--- src/hdl/rta_pkg.sv ---
// ----------------------------------------------------------------------------
// rta_pkg
// Types and constants shared by the region table allocator and its cells.
// ----------------------------------------------------------------------------
package rta_pkg;

  // Arithmetic width for addresses and sums (start + length + length)
  localparam int CALC_W     = 17;
  // Wide enough for any slot number in the supported range
  localparam int SLOT_IDX_W = 6;
  // Active slot count, up to the largest slot count
  localparam int ACT_W      = 7;
  localparam int ADDR_W     = 13;
  localparam int VER_W      = 8;
  localparam int CFG_IDX_W  = 1;

  // Configuration register indexes
  localparam logic [CFG_IDX_W-1:0] CFG_SLOTS_IN_USE = 1'b0;
  localparam logic [CFG_IDX_W-1:0] CFG_REGION_FLOOR = 1'b1;

  // Request modes
  localparam logic [2:0] MODE_FIRST_FIT  = 3'd0;
  localparam logic [2:0] MODE_AFTER_LAST = 3'd1;
  localparam logic [2:0] MODE_AFTER_SLOT = 3'd2;
  localparam logic [2:0] MODE_AT_ADDR    = 3'd3;
  localparam logic [2:0] MODE_RESIZE     = 3'd4;
  localparam logic [2:0] MODE_READ       = 3'd5;

  typedef enum logic [2:0] {
    STAT_OK             = 3'd0,
    STAT_TOO_LARGE      = 3'd1,
    STAT_NO_SLOT        = 3'd2,
    STAT_NO_SPACE       = 3'd3,
    STAT_NO_SPACE_AFTER = 3'd4,
    STAT_BAD_ARG        = 3'd5
  } status_t;

  typedef enum logic [2:0] {
    ST_IDLE,
    ST_SCAN,
    ST_SEL,
    ST_CHK,
    ST_FIN
  } state_t;

  // Running result handed from cell to cell along the chain
  typedef struct packed {
    logic                  fe_ok;
    logic [SLOT_IDX_W-1:0] fe_idx;
    logic                  any_occ;
    logic                  lst_ok;
    logic [SLOT_IDX_W-1:0] lst_idx;
    logic [ADDR_W-1:0]     lst_start;
    logic                  ff_ok;
    logic [ADDR_W-1:0]     ff_start;
    logic [ADDR_W:0]       ff_end;
    logic [ADDR_W-1:0]     ref_start;
    logic [ADDR_W-1:0]     ref_len;
    logic [VER_W-1:0]      ref_ver;
    logic                  ref_gapok;
    logic                  clash;
  } acc_t;

  localparam acc_t ACC_INIT = '0;

  // Entry travelling round the ring for the gap search
  typedef struct packed {
    logic [ADDR_W-1:0]     start;
    logic [SLOT_IDX_W-1:0] idx;
    logic                  occ;
  } vis_t;

  // Controls and operands broadcast from the sequencer to every cell
  typedef struct packed {
    logic [ACT_W-1:0]      active;
    logic [ADDR_W-1:0]     req_len;
    logic [ADDR_W-1:0]     ref_idx;
    logic [CALC_W-1:0]     z_addr;
    logic                  skip_en;
    logic [SLOT_IDX_W-1:0] skip_idx;
    logic                  ring_load;
    logic                  ring_shift;
    logic                  wr_en;
    logic                  wr_len_only;
    logic [SLOT_IDX_W-1:0] wr_idx;
    logic [ADDR_W-1:0]     wr_start;
    logic [ADDR_W-1:0]     wr_len;
    logic [VER_W-1:0]      wr_ver;
  } bcast_t;

endpackage

--- src/hdl/rta_cell.sv ---
// ----------------------------------------------------------------------------
// rta_cell
// One table slot: holds its entry, finds its successor as the ring turns and
// folds itself into the running result passed along the chain.
// ----------------------------------------------------------------------------
module rta_cell #(
  parameter int K         = 0,
  parameter int MEM_BYTES = 4096
) (
  input  logic            clk,
  input  logic            rst,
  input  rta_pkg::bcast_t bc,
  input  rta_pkg::acc_t   acc_in,
  output rta_pkg::acc_t   acc_out,
  input  rta_pkg::vis_t   vis_in,
  output rta_pkg::vis_t   vis_out
);

  localparam int CW = rta_pkg::CALC_W;
  localparam logic [rta_pkg::SLOT_IDX_W-1:0] K_IDX = rta_pkg::SLOT_IDX_W'(K);
  localparam logic [rta_pkg::ACT_W-1:0]      K_ACT = rta_pkg::ACT_W'(K);
  localparam logic [rta_pkg::ADDR_W-1:0]     K_TGT = rta_pkg::ADDR_W'(K);
  localparam logic [CW-1:0]                  MEM_C = CW'(MEM_BYTES);

  logic [rta_pkg::ADDR_W-1:0] start;
  logic [rta_pkg::ADDR_W-1:0] len;
  logic [rta_pkg::VER_W-1:0]  ver;
  logic [CW-1:0]              nxt;
  rta_pkg::vis_t              vis;
  rta_pkg::acc_t              acc_next;

  logic          occ;
  logic [CW-1:0] end_c;
  logic [CW-1:0] z_end;
  logic          gapok;
  logic          vis_after;

  assign occ       = (K_ACT < bc.active) && (len != '0);
  assign end_c     = CW'(start) + CW'(len);
  assign z_end     = bc.z_addr + CW'(bc.req_len);
  // gap after this entry is larger than the request
  assign gapok     = nxt > (end_c + CW'(bc.req_len));
  assign vis_after = (vis.start > start) || ((vis.start == start) && (vis.idx > K_IDX));
  assign vis_out   = vis;

  // Table entry
  always_ff @(posedge clk) begin
    if (rst) begin
      start <= '0;
      len   <= '0;
      ver   <= '0;
    end else if (bc.wr_en && (bc.wr_idx == K_IDX)) begin
      len <= bc.wr_len;
      if (!bc.wr_len_only) begin
        start <= bc.wr_start;
        ver   <= bc.wr_ver;
      end
    end
  end

  // Ring: nearest following start among the visitors
  always_ff @(posedge clk) begin
    if (bc.ring_load) begin
      vis.start <= start;
      vis.idx   <= K_IDX;
      vis.occ   <= occ;
      nxt       <= MEM_C;
    end else if (bc.ring_shift) begin
      vis <= vis_in;
      if (vis.occ && (vis.idx != K_IDX) && vis_after && (CW'(vis.start) < nxt)) begin
        nxt <= CW'(vis.start);
      end
    end
  end

  // Fold this slot into the running result
  always_comb begin
    acc_next = acc_in;
    if (!acc_in.fe_ok && (K_ACT < bc.active) && (len == '0)) begin
      acc_next.fe_ok  = 1'b1;
      acc_next.fe_idx = K_IDX;
    end
    if (occ) begin
      acc_next.any_occ = 1'b1;
    end
    // later cell with equal start sorts after
    if (occ && (!acc_in.lst_ok || (start >= acc_in.lst_start))) begin
      acc_next.lst_ok    = 1'b1;
      acc_next.lst_idx   = K_IDX;
      acc_next.lst_start = start;
    end
    if (occ && gapok && (!acc_in.ff_ok || (start < acc_in.ff_start))) begin
      acc_next.ff_ok    = 1'b1;
      acc_next.ff_start = start;
      acc_next.ff_end   = end_c[rta_pkg::ADDR_W:0];
    end
    if (bc.ref_idx == K_TGT) begin
      acc_next.ref_start = start;
      acc_next.ref_len   = len;
      acc_next.ref_ver   = ver;
      acc_next.ref_gapok = gapok;
    end
    if (occ && !(bc.skip_en && (bc.skip_idx == K_IDX))) begin
      if ((bc.z_addr >= CW'(start)) && (bc.z_addr < end_c)) acc_next.clash = 1'b1;
      if ((z_end > CW'(start)) && (z_end <= end_c))         acc_next.clash = 1'b1;
      if ((bc.z_addr < CW'(start)) && (z_end >= end_c))     acc_next.clash = 1'b1;
    end
  end

  always_ff @(posedge clk) begin
    acc_out <= acc_next;
  end

endmodule

--- config.mk ---
export PLATFORM = sky130hd
export DESIGN_NAME = rta_cell
export DESIGN_NICKNAME = d
export VERILOG_FILES = /design/src/hdl/rta_pkg.sv /design/src/hdl/rta_cell.sv
export SDC_FILE = /design/constraint.sdc
export NUM_CORES = 1
export LEC_CHECK = 0
export ABC_AREA = 1
export BUFFER_PORTS_ARGS = -buffer_cell sky130_fd_sc_hd__buf_2
export CORE_MARGIN = 1.5
export CORE_UTILIZATION = 43
export CTS_CLUSTER_SIZE = 10
export DETAILED_ROUTE_END_ITERATION = 7
export GPL_TIMING_DRIVEN = 0
export PLACE_DENSITY_LB_ADDON = 0.08
export SYNTH_ARGS = -nofsm -noshare
export SYNTH_HDL_FRONTEND = slang
export SYNTH_SLANG_ARGS = --single-unit
export TNS_END_PERCENT = 100
--- constraint.sdc ---
create_clock -name clk -period 4.5 [get_ports clk]
set_clock_uncertainty 0.15 [all_clocks]
set_input_delay 0.675 -clock clk [delete_from_list [all_inputs] [get_ports clk]]
set_output_delay 0.675 -clock clk [all_outputs]
set_load 0.1 [all_outputs]
# ---- Word-level counts from Yosys, hierarchy flattened
# Index checks and enable logic that the tools add are counted.
# W data, S select, Z words.
dict set report op_classes {
  eq_ne 1
  reduce_logical 32
  bitwise_logic 1
  n_mux 9
  order_cmp 13
  addsub 3
}
# op count
set ops {}
lappend ops {{$mux W20} 2}
lappend ops {{$mux W35} 1}
lappend ops {{$mux W27} 1}
lappend ops {{$logic_not A13 Y1} 2}
lappend ops {{$lt A13 B13 Y1} 2}
lappend ops {{$add A17 B13 Y17} 1}
lappend ops {{$ge A17 B13 Y1} 1}
lappend ops {{$ge A17 B14 Y1} 1}
lappend ops {{$gt A17 B13 Y1} 1}
lappend ops {{$le A17 B14 Y1} 1}
lappend ops {{$lt A17 B13 Y1} 1}
lappend ops {{$lt A17 B14 Y1} 1}
lappend ops {{$logic_and A1 B1 Y1} 16}
lappend ops {{$add A14 B13 Y15} 1}
lappend ops {{$gt A13 B15 Y1} 1}
lappend ops {{$add A13 B13 Y14} 1}
lappend ops {{$eq A13 B13 Y1} 1}
lappend ops {{$ge A13 B13 Y1} 1}
lappend ops {{$gt A13 B13 Y1} 1}
lappend ops {{$mux W13} 1}
lappend ops {{$reduce_bool A13 Y1} 1}
lappend ops {{$logic_not A6 Y1} 2}
lappend ops {{$lt A1 B7 Y1 const A} 1}
lappend ops {{$gt A6 B1 Y1 const B} 1}
lappend ops {{7 further kinds} 16}
dict set report word_totals {
  wordCells 80
  reg_bits 159
  output_inout_bits 112
  inputBits 215
}

# ---- Depth between registers and ports, before layout
# Gate-level depths: netlist (run 1).
dict set report logic_depth {
  depth_word 7
  ltp_mapped 27
  mapped_depth_nobuf 26
}

# ---- Least setup slack after synthesis (run 1)
# Ideal clock, no wire load.
dict set report synth_path {
  path_kind {reg-to-reg}
  startpoint {reg start[0] (netlist bit)}
  endpoint {reg acc_out[51] (netlist bit)}
  arrival_time_ns 3.809
  path_stages_with_launch 24
  setup_ns 0.114
  required_ns 4.236
  setup_slack_ns 0.427
  period_less_slack_ns 4.073
  path_buffers 1
  cell_sequence {dfxtp_1 -> ha_1 -> fa_1 -> nand3_1 -> nand2_1 -> xor2_1 -> inv_1 -> ha_1 -> a21oi_1 -> nand2_1 -> a21oi_1 -> o31ai_1 -> a31oi_1 -> xor2_1 -> ha_1 -> nand2_1 -> nor4_1 -> a21oi_1 -> nand3_1 -> nor2_2 -> nand4_4 -> buf_2 -> nand2_1 -> nand2_1}
}
# element line
set synth_lines {}
lappend synth_lines {{from (decl)} rta_cell.sv:25} ;# logic [rta_pkg::ADDR_W-1:0] start;
lappend synth_lines {{from (signal assigned)} rta_cell.sv:55} ;# start <= bc.wr_start;
lappend synth_lines {{to (signal assigned)} rta_cell.sv:111} ;# acc_out <= acc_next;
lappend synth_lines {{to (decl)} rta_cell.sv:14} ;# output rta_pkg::acc_t acc_out,

==> results of run 1 <==
==> cell usage after synthesis, types with 2 or more instances <==
library cell	count
nor3b_1	2
a31oi_1	5
inv_1	162
o31ai_1	4
a21oi_1	114
and3_1	3
o21ai_1	2
nor3_1	10
buf_2	3
nor4_1	14
xor2_1	20
o21ai_0	73
a211oi_1	18
buf_6	2
a21o_1	7
edfxtp_1	14
dfxtp_1	145
and2_1	2
ha_1	156
nor2_2	2
nor2_1	80
nand4_1	53
nand3_1	52
nand2_1	397
o21bai_1	2
a31o_2	2
inv_2	6
buf_1	2
o221ai_1	2
clkbuf_1	29
nand3b_1	3
xnor2_1	12
nand2_2	2
o211ai_1	4
fa_1	3
==> metal layers <==
layer | part of all wire | GRT usage | up-vias
met5 | 0 | 0 | -
met4 | 0.032 | 0.1050 | 0
met3 | 0.072 | 0.05144 | 84
met2 | 0.48 | 0.5032 | 453
met1 | 0.42 | 0.3568 | 5019
li1 | - | - | 5504
==> placed cells by master (no fill, tap or decap), drive strengths merged, types with 2 or more instances in the layout <==
cell / n
nor3: 10
inv: 174
a31o: 2
nand4: 54
dfxtp: 145
o221ai: 2
a31oi: 5
fa: 3
o21ai: 76
xor2: 21
nor4: 14
a211oi: 18
o31ai: 4
a21o: 7
o21bai: 2
nand3: 52
buf: 356
edfxtp: 14
xnor2: 12
nand2: 399
and3: 3
ha: 156
a21oi: 115
clkinv: 10
nor3b: 2
o211ai: 4
nor2: 83
nand3b: 3
and2: 3
clkbuf: 46
==> worst max-delay path by stage <==
stage,endpoint,depth (start not counted),slack [ns],start
floorplan,acc_out[51],23,0.43,start[0]
global placement,acc_out[44],23,-0.86,start[0]
detailed placement,acc_out[44],23,-0.86,start[0]
CTS,acc_out[54],25,0.0006,len[0]
global route,acc_out[45],23,-0.06,len[2]
finish,acc_out[45],21,0.14,len[0]
==> cells by family (layout without fill, tap and decap cells) <==
logic type,Yosys count,count (layout)
DFF,159,159
adders and majority gates,159,159
and+or+nand+nor,625,625
xor gates and xnor gates,33,33
AOI/OAI and AO/OA,239,239
buffers and inverters,205,586
==> state kept, by name (all words and copies together), names as in the netlist <==
name	flops
acc_out	92
nxt	13
start	13
vis_out	20
ver	8
len	13
==> power by group through the flow <==
stage / clock network (uW) / logic, uW / registers (uW)
floorplan: 0 / 446 / 2030
detailed placement: 0 / 1230 / 1570
CTS: 1520 / 1240 / 1530
global placement: 0 / 1210 / 1570
finish: 1500 / 1270 / 1530
global route: 1570 / 1380 / 1540
==> worst max-delay path: stages, from the launching register on <==
cell,delay [ns]
dfxtp_4,0.37
ha_2,0.20
fa_2,0.39
buf_4,0.17
xor2_4,0.24
ha_4,0.26
a21o_1,0.20
nand3_1,0.08
nand2_2,0.07
a21oi_4,0.21
o31ai_4,0.09
a31oi_1,0.21
xor2_1,0.19
ha_1,0.26
nand2_2,0.11
nor4_4,0.06
a21oi_2,0.13
nand4_1,0.22
nor2_8,0.16
buf_8,0.14
nand4_1,0.25
nand2_1,0.14
==> stage by stage <==
step	util	setup TNS [ns]	std cells	cell area, um2	power, uW
after floorplan	-	0	1420	10420	2475
after global placement	0.5271	-18.11	2064	12450	2778
after detailed placement	0.5271	-18.51	2064	12450	2794
after CTS	0.5702	0	2111	13460	4294
after global routing	0.5850	-0.4400	2120	13810	4485
final	0.5850	0	2120	13810	4301
==> timing repair <==
action                                  in CTS  in global routing
resized for setup                           63                 51
pin swaps                                   11                 38
hold buffers                                 0                  0
endpoints found under the setup margin      29                 29
buffers inserted                            15                  9
==> layout make-up <==
type	instances	area, um2	share of cell area
Buffer	36	171.4	0.01241
Multi-Input combinational cell	1056	6819	0.4937
Inverter	169	634.4	0.04592
Timing Repair Buffer	349	1839	0.1332
Clock buffer	17	425.4	0.03080
Sequential cell	159	3357	0.2430
Tap cell	319	399.1	0.02890
Clock inverter	15	167.7	0.01214
==> metrics.txt, run 1 <==
status=finished, final reports clean; Hold Violations, Final=0; LEAKAGE=approximately 0.0071 uW; number of global-route vias before repair=10270; Crit. End Element=register; crit share post-route=0.9680; area fraction in compound gates after synthesis=0.1273; Core ar.=between 20000 and 25000 um2; largest net degree at the start of global routing=19; wire length of the first global-routing pass=54940 um; Max-cap violations=0; Longest Clk Path Bufs=2; setup slack, reg-to-reg=approximately 0.14 ns; syn_nets=1794; simple-gate share of the synthesized area=0.2567; worst path arrival time=4.58 ns; largest family of logic cells by synthesized area=simple AND/OR/NAND/NOR gates; worst r2r dst=acc_out[45]; Die Ht=~160 um; DR vias/cell=5.217; Least-Margin Pin Slew=0.7525 ns; PortBufs=325; Tot GR Track Use=0.2895; Switch Pwr=1709 uW; fin worst setup slack=between 0.1 and 0.15 ns; HP Start=acc_in[84]; Slew HR=0.4984; Post-Syn Area=10420 um2; sequential fraction of the synthesis area=0.3189; max-slew violation count=0; Hold WS=0.2633 ns; Die W=158.7 um; H-Tree Depth=4; Setup Viol. Count Final=0; First-pass DRT Iterations=6; Unique masters post-synth=48; WHS Path Cells=2; switch share=0.3973; Clk pwr share=0.348; Initial Util=0.4413; grt ovf=0; minimum clock period=4.356 ns; top cell type's share of synthesized area=0.2785; Cells after Synth=1420; number of flops mapped to enable cells by yosys=14; Final ANT Viol Nets=0; CP max FO=8; CTS root buf=clkbuf_16; Filler cells=2278; share of layout cells above drive strength 1=0.2671; Initial DRC Count=775; mean post-synth cell area=7.339 um2; RSZ-0062 raised after global routing=true; initial antenna violation count=0; clock slew at reported path FFs=0.08 ns; Worst setup SP type=register; critical path start-end classification=reg2reg; asr flop ratio synth=0; Final nets=about 2200; synth top area cells=dfxtp_1, ha_1, nand2_1; Post-Synth XOR/XNOR Area=0.02845; Die ar.=approximately 25000 um2; CTS Buf Count=17; DR WL/cell=17.67 um; worst min path class=in2reg; Ys Warns=0; CTS tree=done; Worst-Skew Late Latency=0.45 ns; DRC viols=0; sequential share of power=0.356; I/O pin count=about 330; pre-CTS setup slack=-0.8636 ns; dominant synthesized flop cell=dfxtp_1; maximum VDD drop=0.0002094 V; Ant. Diodes=0; gpl congestion=0.9338; Rows=between 50 and 60; Final HPWL DP=between 20000 and 30000 um; Vias=about 11000; Worst EP required=4.73 ns; Fmax=229.6 MHz; Worst Reg-to-Reg Cells=21; WHS Endpoint=acc_out[84]; Post-Synth Adder-Cell Area=0.1931; P&R area growth vs syn=32.55%; Crit Reg-Reg Startpoint=len[0]; multiplexer share of the synthesized area=0; #FFs+latches synth=159; Num Clock Sinks=159; combinational share of power=0.296; internal power=between 2000 and 3000 uW; power density over the cells=311.4 nW/um2; final wirelength=37450 um; area leader, netlist=dfxtp_1
No activity file was read; power rests on OpenSTA's default activity.
==> run 2: changes to the inputs <==
Clock period 4.5 ns to 5 ns, I/O delays scaled along.
==> metrics.txt, run 2 (same netlist as run 1, synthesis figures left out) <==
Worst Reg-to-Reg Cells=22 (+4.8%); worst path arrival time=5.04 ns (+0.46 ns); minimum clock period=4.814 ns (+0.4585 ns); LEAKAGE=0.006893 uW (-2.3%); worst r2r dst=acc_out[47]; Tot GR Track Use=0.2864 (-0.003080); largest register by flop count=acc_out; Hold WS=0.3075 ns (+0.04418 ns); met2 WL post-DR=17550 um (-1.6%); Core ar.=23610 um2 (unchanged); Largest register FFs=92 (unchanged); FF/Latch Area=3328 um2 (-0.86%); CP max FO=10 (+2); power density over the cells=292.1 nW/um2 (-6.2%); grt ovf=0 (unchanged); Fmax=207.7 MHz (-9.5%); Ant. Diodes=0 (unchanged); most frequent cells in the layout=nand2_1, buf_2, inv_1; Worst-Skew Late Latency=0.45 ns (about the same); initial antenna violation count=0 (unchanged); worst min path class=reg2reg; share of layout cells above drive strength 1=0.2250 (-0.04205); crit share post-route=0.9629 (-0.005107); P&R area growth vs syn=26.45%; Final ANT Viol Nets=0 (unchanged); Critical Path Start=start[0]; DRC viols=0 (unchanged); end of the critical path=acc_out[47]; commonest non-fill, non-tap cell in the layout=nand2_1; Die ar.=25180 um2 (unchanged); status=finished, final reports clean; Final nets=2143 (-0.88%); Final HPWL DP=29430 um (unchanged); area of the multi-input gates=6392 um2 (-6.3%); final wirelength=36790 um (-1.8%); First-pass DRT Iterations=5 (-1); worst-path cell chain=ha_1, fa_1, nand3_1, nand2_1, xor2_2, inv_1, ha_2, a21oi_1, nand2_1, a21oi_4, o31ai_4, a31oi_1, xor2_1, ha_1, nand2_1, nor4_2, a21oi_1, nand4_1, nor2_8, buf_6, nand4_1, nand2_1; CTS Buf Count=17 (unchanged); Worst EP required=5.22 ns (+0.49 ns); Longest Clk Path Bufs=2 (unchanged); Worst path slowest cell=fa_1; Crit. End Element=register; Initial Util=0.4413 (unchanged); Finished Core Util=0.5581 (-0.02692); Hold Violations, Final=0 (unchanged); CTS root buf=clkbuf_16; fin worst setup slack=0.1855 ns (+0.04153 ns); Max-cap violations=0 (unchanged); DR WL/cell=17.51 um (-0.89%); Die W=158.7 um (unchanged); Slew HR=0.5339 (+0.03558); gpl congestion=0.9338 (unchanged); CTS Hold Buffers Added=0 (unchanged); Setup Viol. Count Final=0 (unchanged); post-route setup TNS=0 ns (unchanged); met1 wire length=15520 um (-1.1%); maximum VDD drop=0.0001932 V (-7.7%); critical path start-end classification=reg2reg; setup slack, reg-to-reg=0.19 ns (+0.04 ns); CP max stage delay=0.46 ns (+0.07 ns); PortBufs=325 (unchanged); Rows=56 (unchanged); Met3 Wirelength=2736 um (+0.81%); largest net degree at the start of global routing=19 (unchanged); H-Tree Depth=4 (unchanged); Worst setup SP type=register; placed insts=2064 (unchanged); Crit Reg-Reg Startpoint=start[0]; Num Clock Sinks=159 (unchanged); Initial DRC Count=713 (-8.0%); pre-CTS setup slack=-0.3636 ns (+0.5000 ns); max-slew violation count=0 (unchanged); Layout Cells excl Fill=2101 (-0.90%); Filler cells=2378 (+4.4%); DR vias/cell=5.190 (-0.51%); wire length of the first global-routing pass=54300 um (-1.2%); clock slew at reported path FFs=0.08 ns (about the same); Least-Margin Pin Slew=0.6991 ns (-0.05337 ns); Die Ht=158.7 um (unchanged); top layer in use=met4; number of global-route vias before repair=10120 (-1.5%); CTS tree=done; I/O pin count=327 (unchanged); Vias=10910 (-1.4%); CP most frequent cell=nand2_1
-- run 2: changes by cell type in the layout (fill, tap and decap cells not counted), sizes merged --
cell  before  now
buf      356  337
-- run 2: layout make-up --
class / instances / share of cell area
Multi-Input combinational cell: 1056 / 0.4851
Tap cell: 319 / 0.03029
Inverter: 169 / 0.04814
Timing Repair Buffer: 330 / 0.1263
Sequential cell: 159 / 0.2526
Clock inverter: 15 / 0.01272
Buffer: 36 / 0.01263
Clock buffer: 17 / 0.03228
-- run 2: metal layers --
layer,vias up,global-route usage
met5,-,0
met4,0,0.09479
met3,65,0.05308
met2,449,0.4974
met1,4932,0.3555
li1,5459,-
-- run 2: power breakdown --
part	internal, uW	switching [uW]
Combinational	300	821
Clock	672	674
Sequential	1350	31.7
Total	2320	1530
-- run 2: how the worst min path moves through the flow --
stage	startpoint	to	slack, ns	cells after the start
floorplan	ver[0]	acc_out[2]	0.27	2
global placement	ver[6]	acc_out[8]	0.29	2
finish	ver[7]	acc_out[9]	0.31	2
CTS	ver[2]	acc_out[4]	0.31	2
detailed placement	ver[2]	acc_out[4]	0.29	2
global route	ver[1]	ver[1]	0.33	2
-- run 2: worst max-delay path, delay by kind of cell (launching register included) --
family                   cells  cell delay, ns
AO/OA/AOI/OAI                5            0.83
XOR/XNOR                     2            0.44
adder cells (fa/ha/maj)      4            1.32
buffers and inverters        2            0.28
flip-flops                   1            0.40
AND/OR/NAND/NOR              9            1.29
-- run 2: timing repair --
action	4_1_cts	5_1_grt
pin swaps	1	4
setup endpoints to repair	24	20
setup buffers	1	4
gates resized for setup	8	17
-- run 2: per-stage QoR --
stage,power [uW],area (um2)
finish,3849,13180
global route,4016,13180
CTS,3858,13090
detailed placement,2515,12450
global placement,2500,12450
floorplan,2228,10420
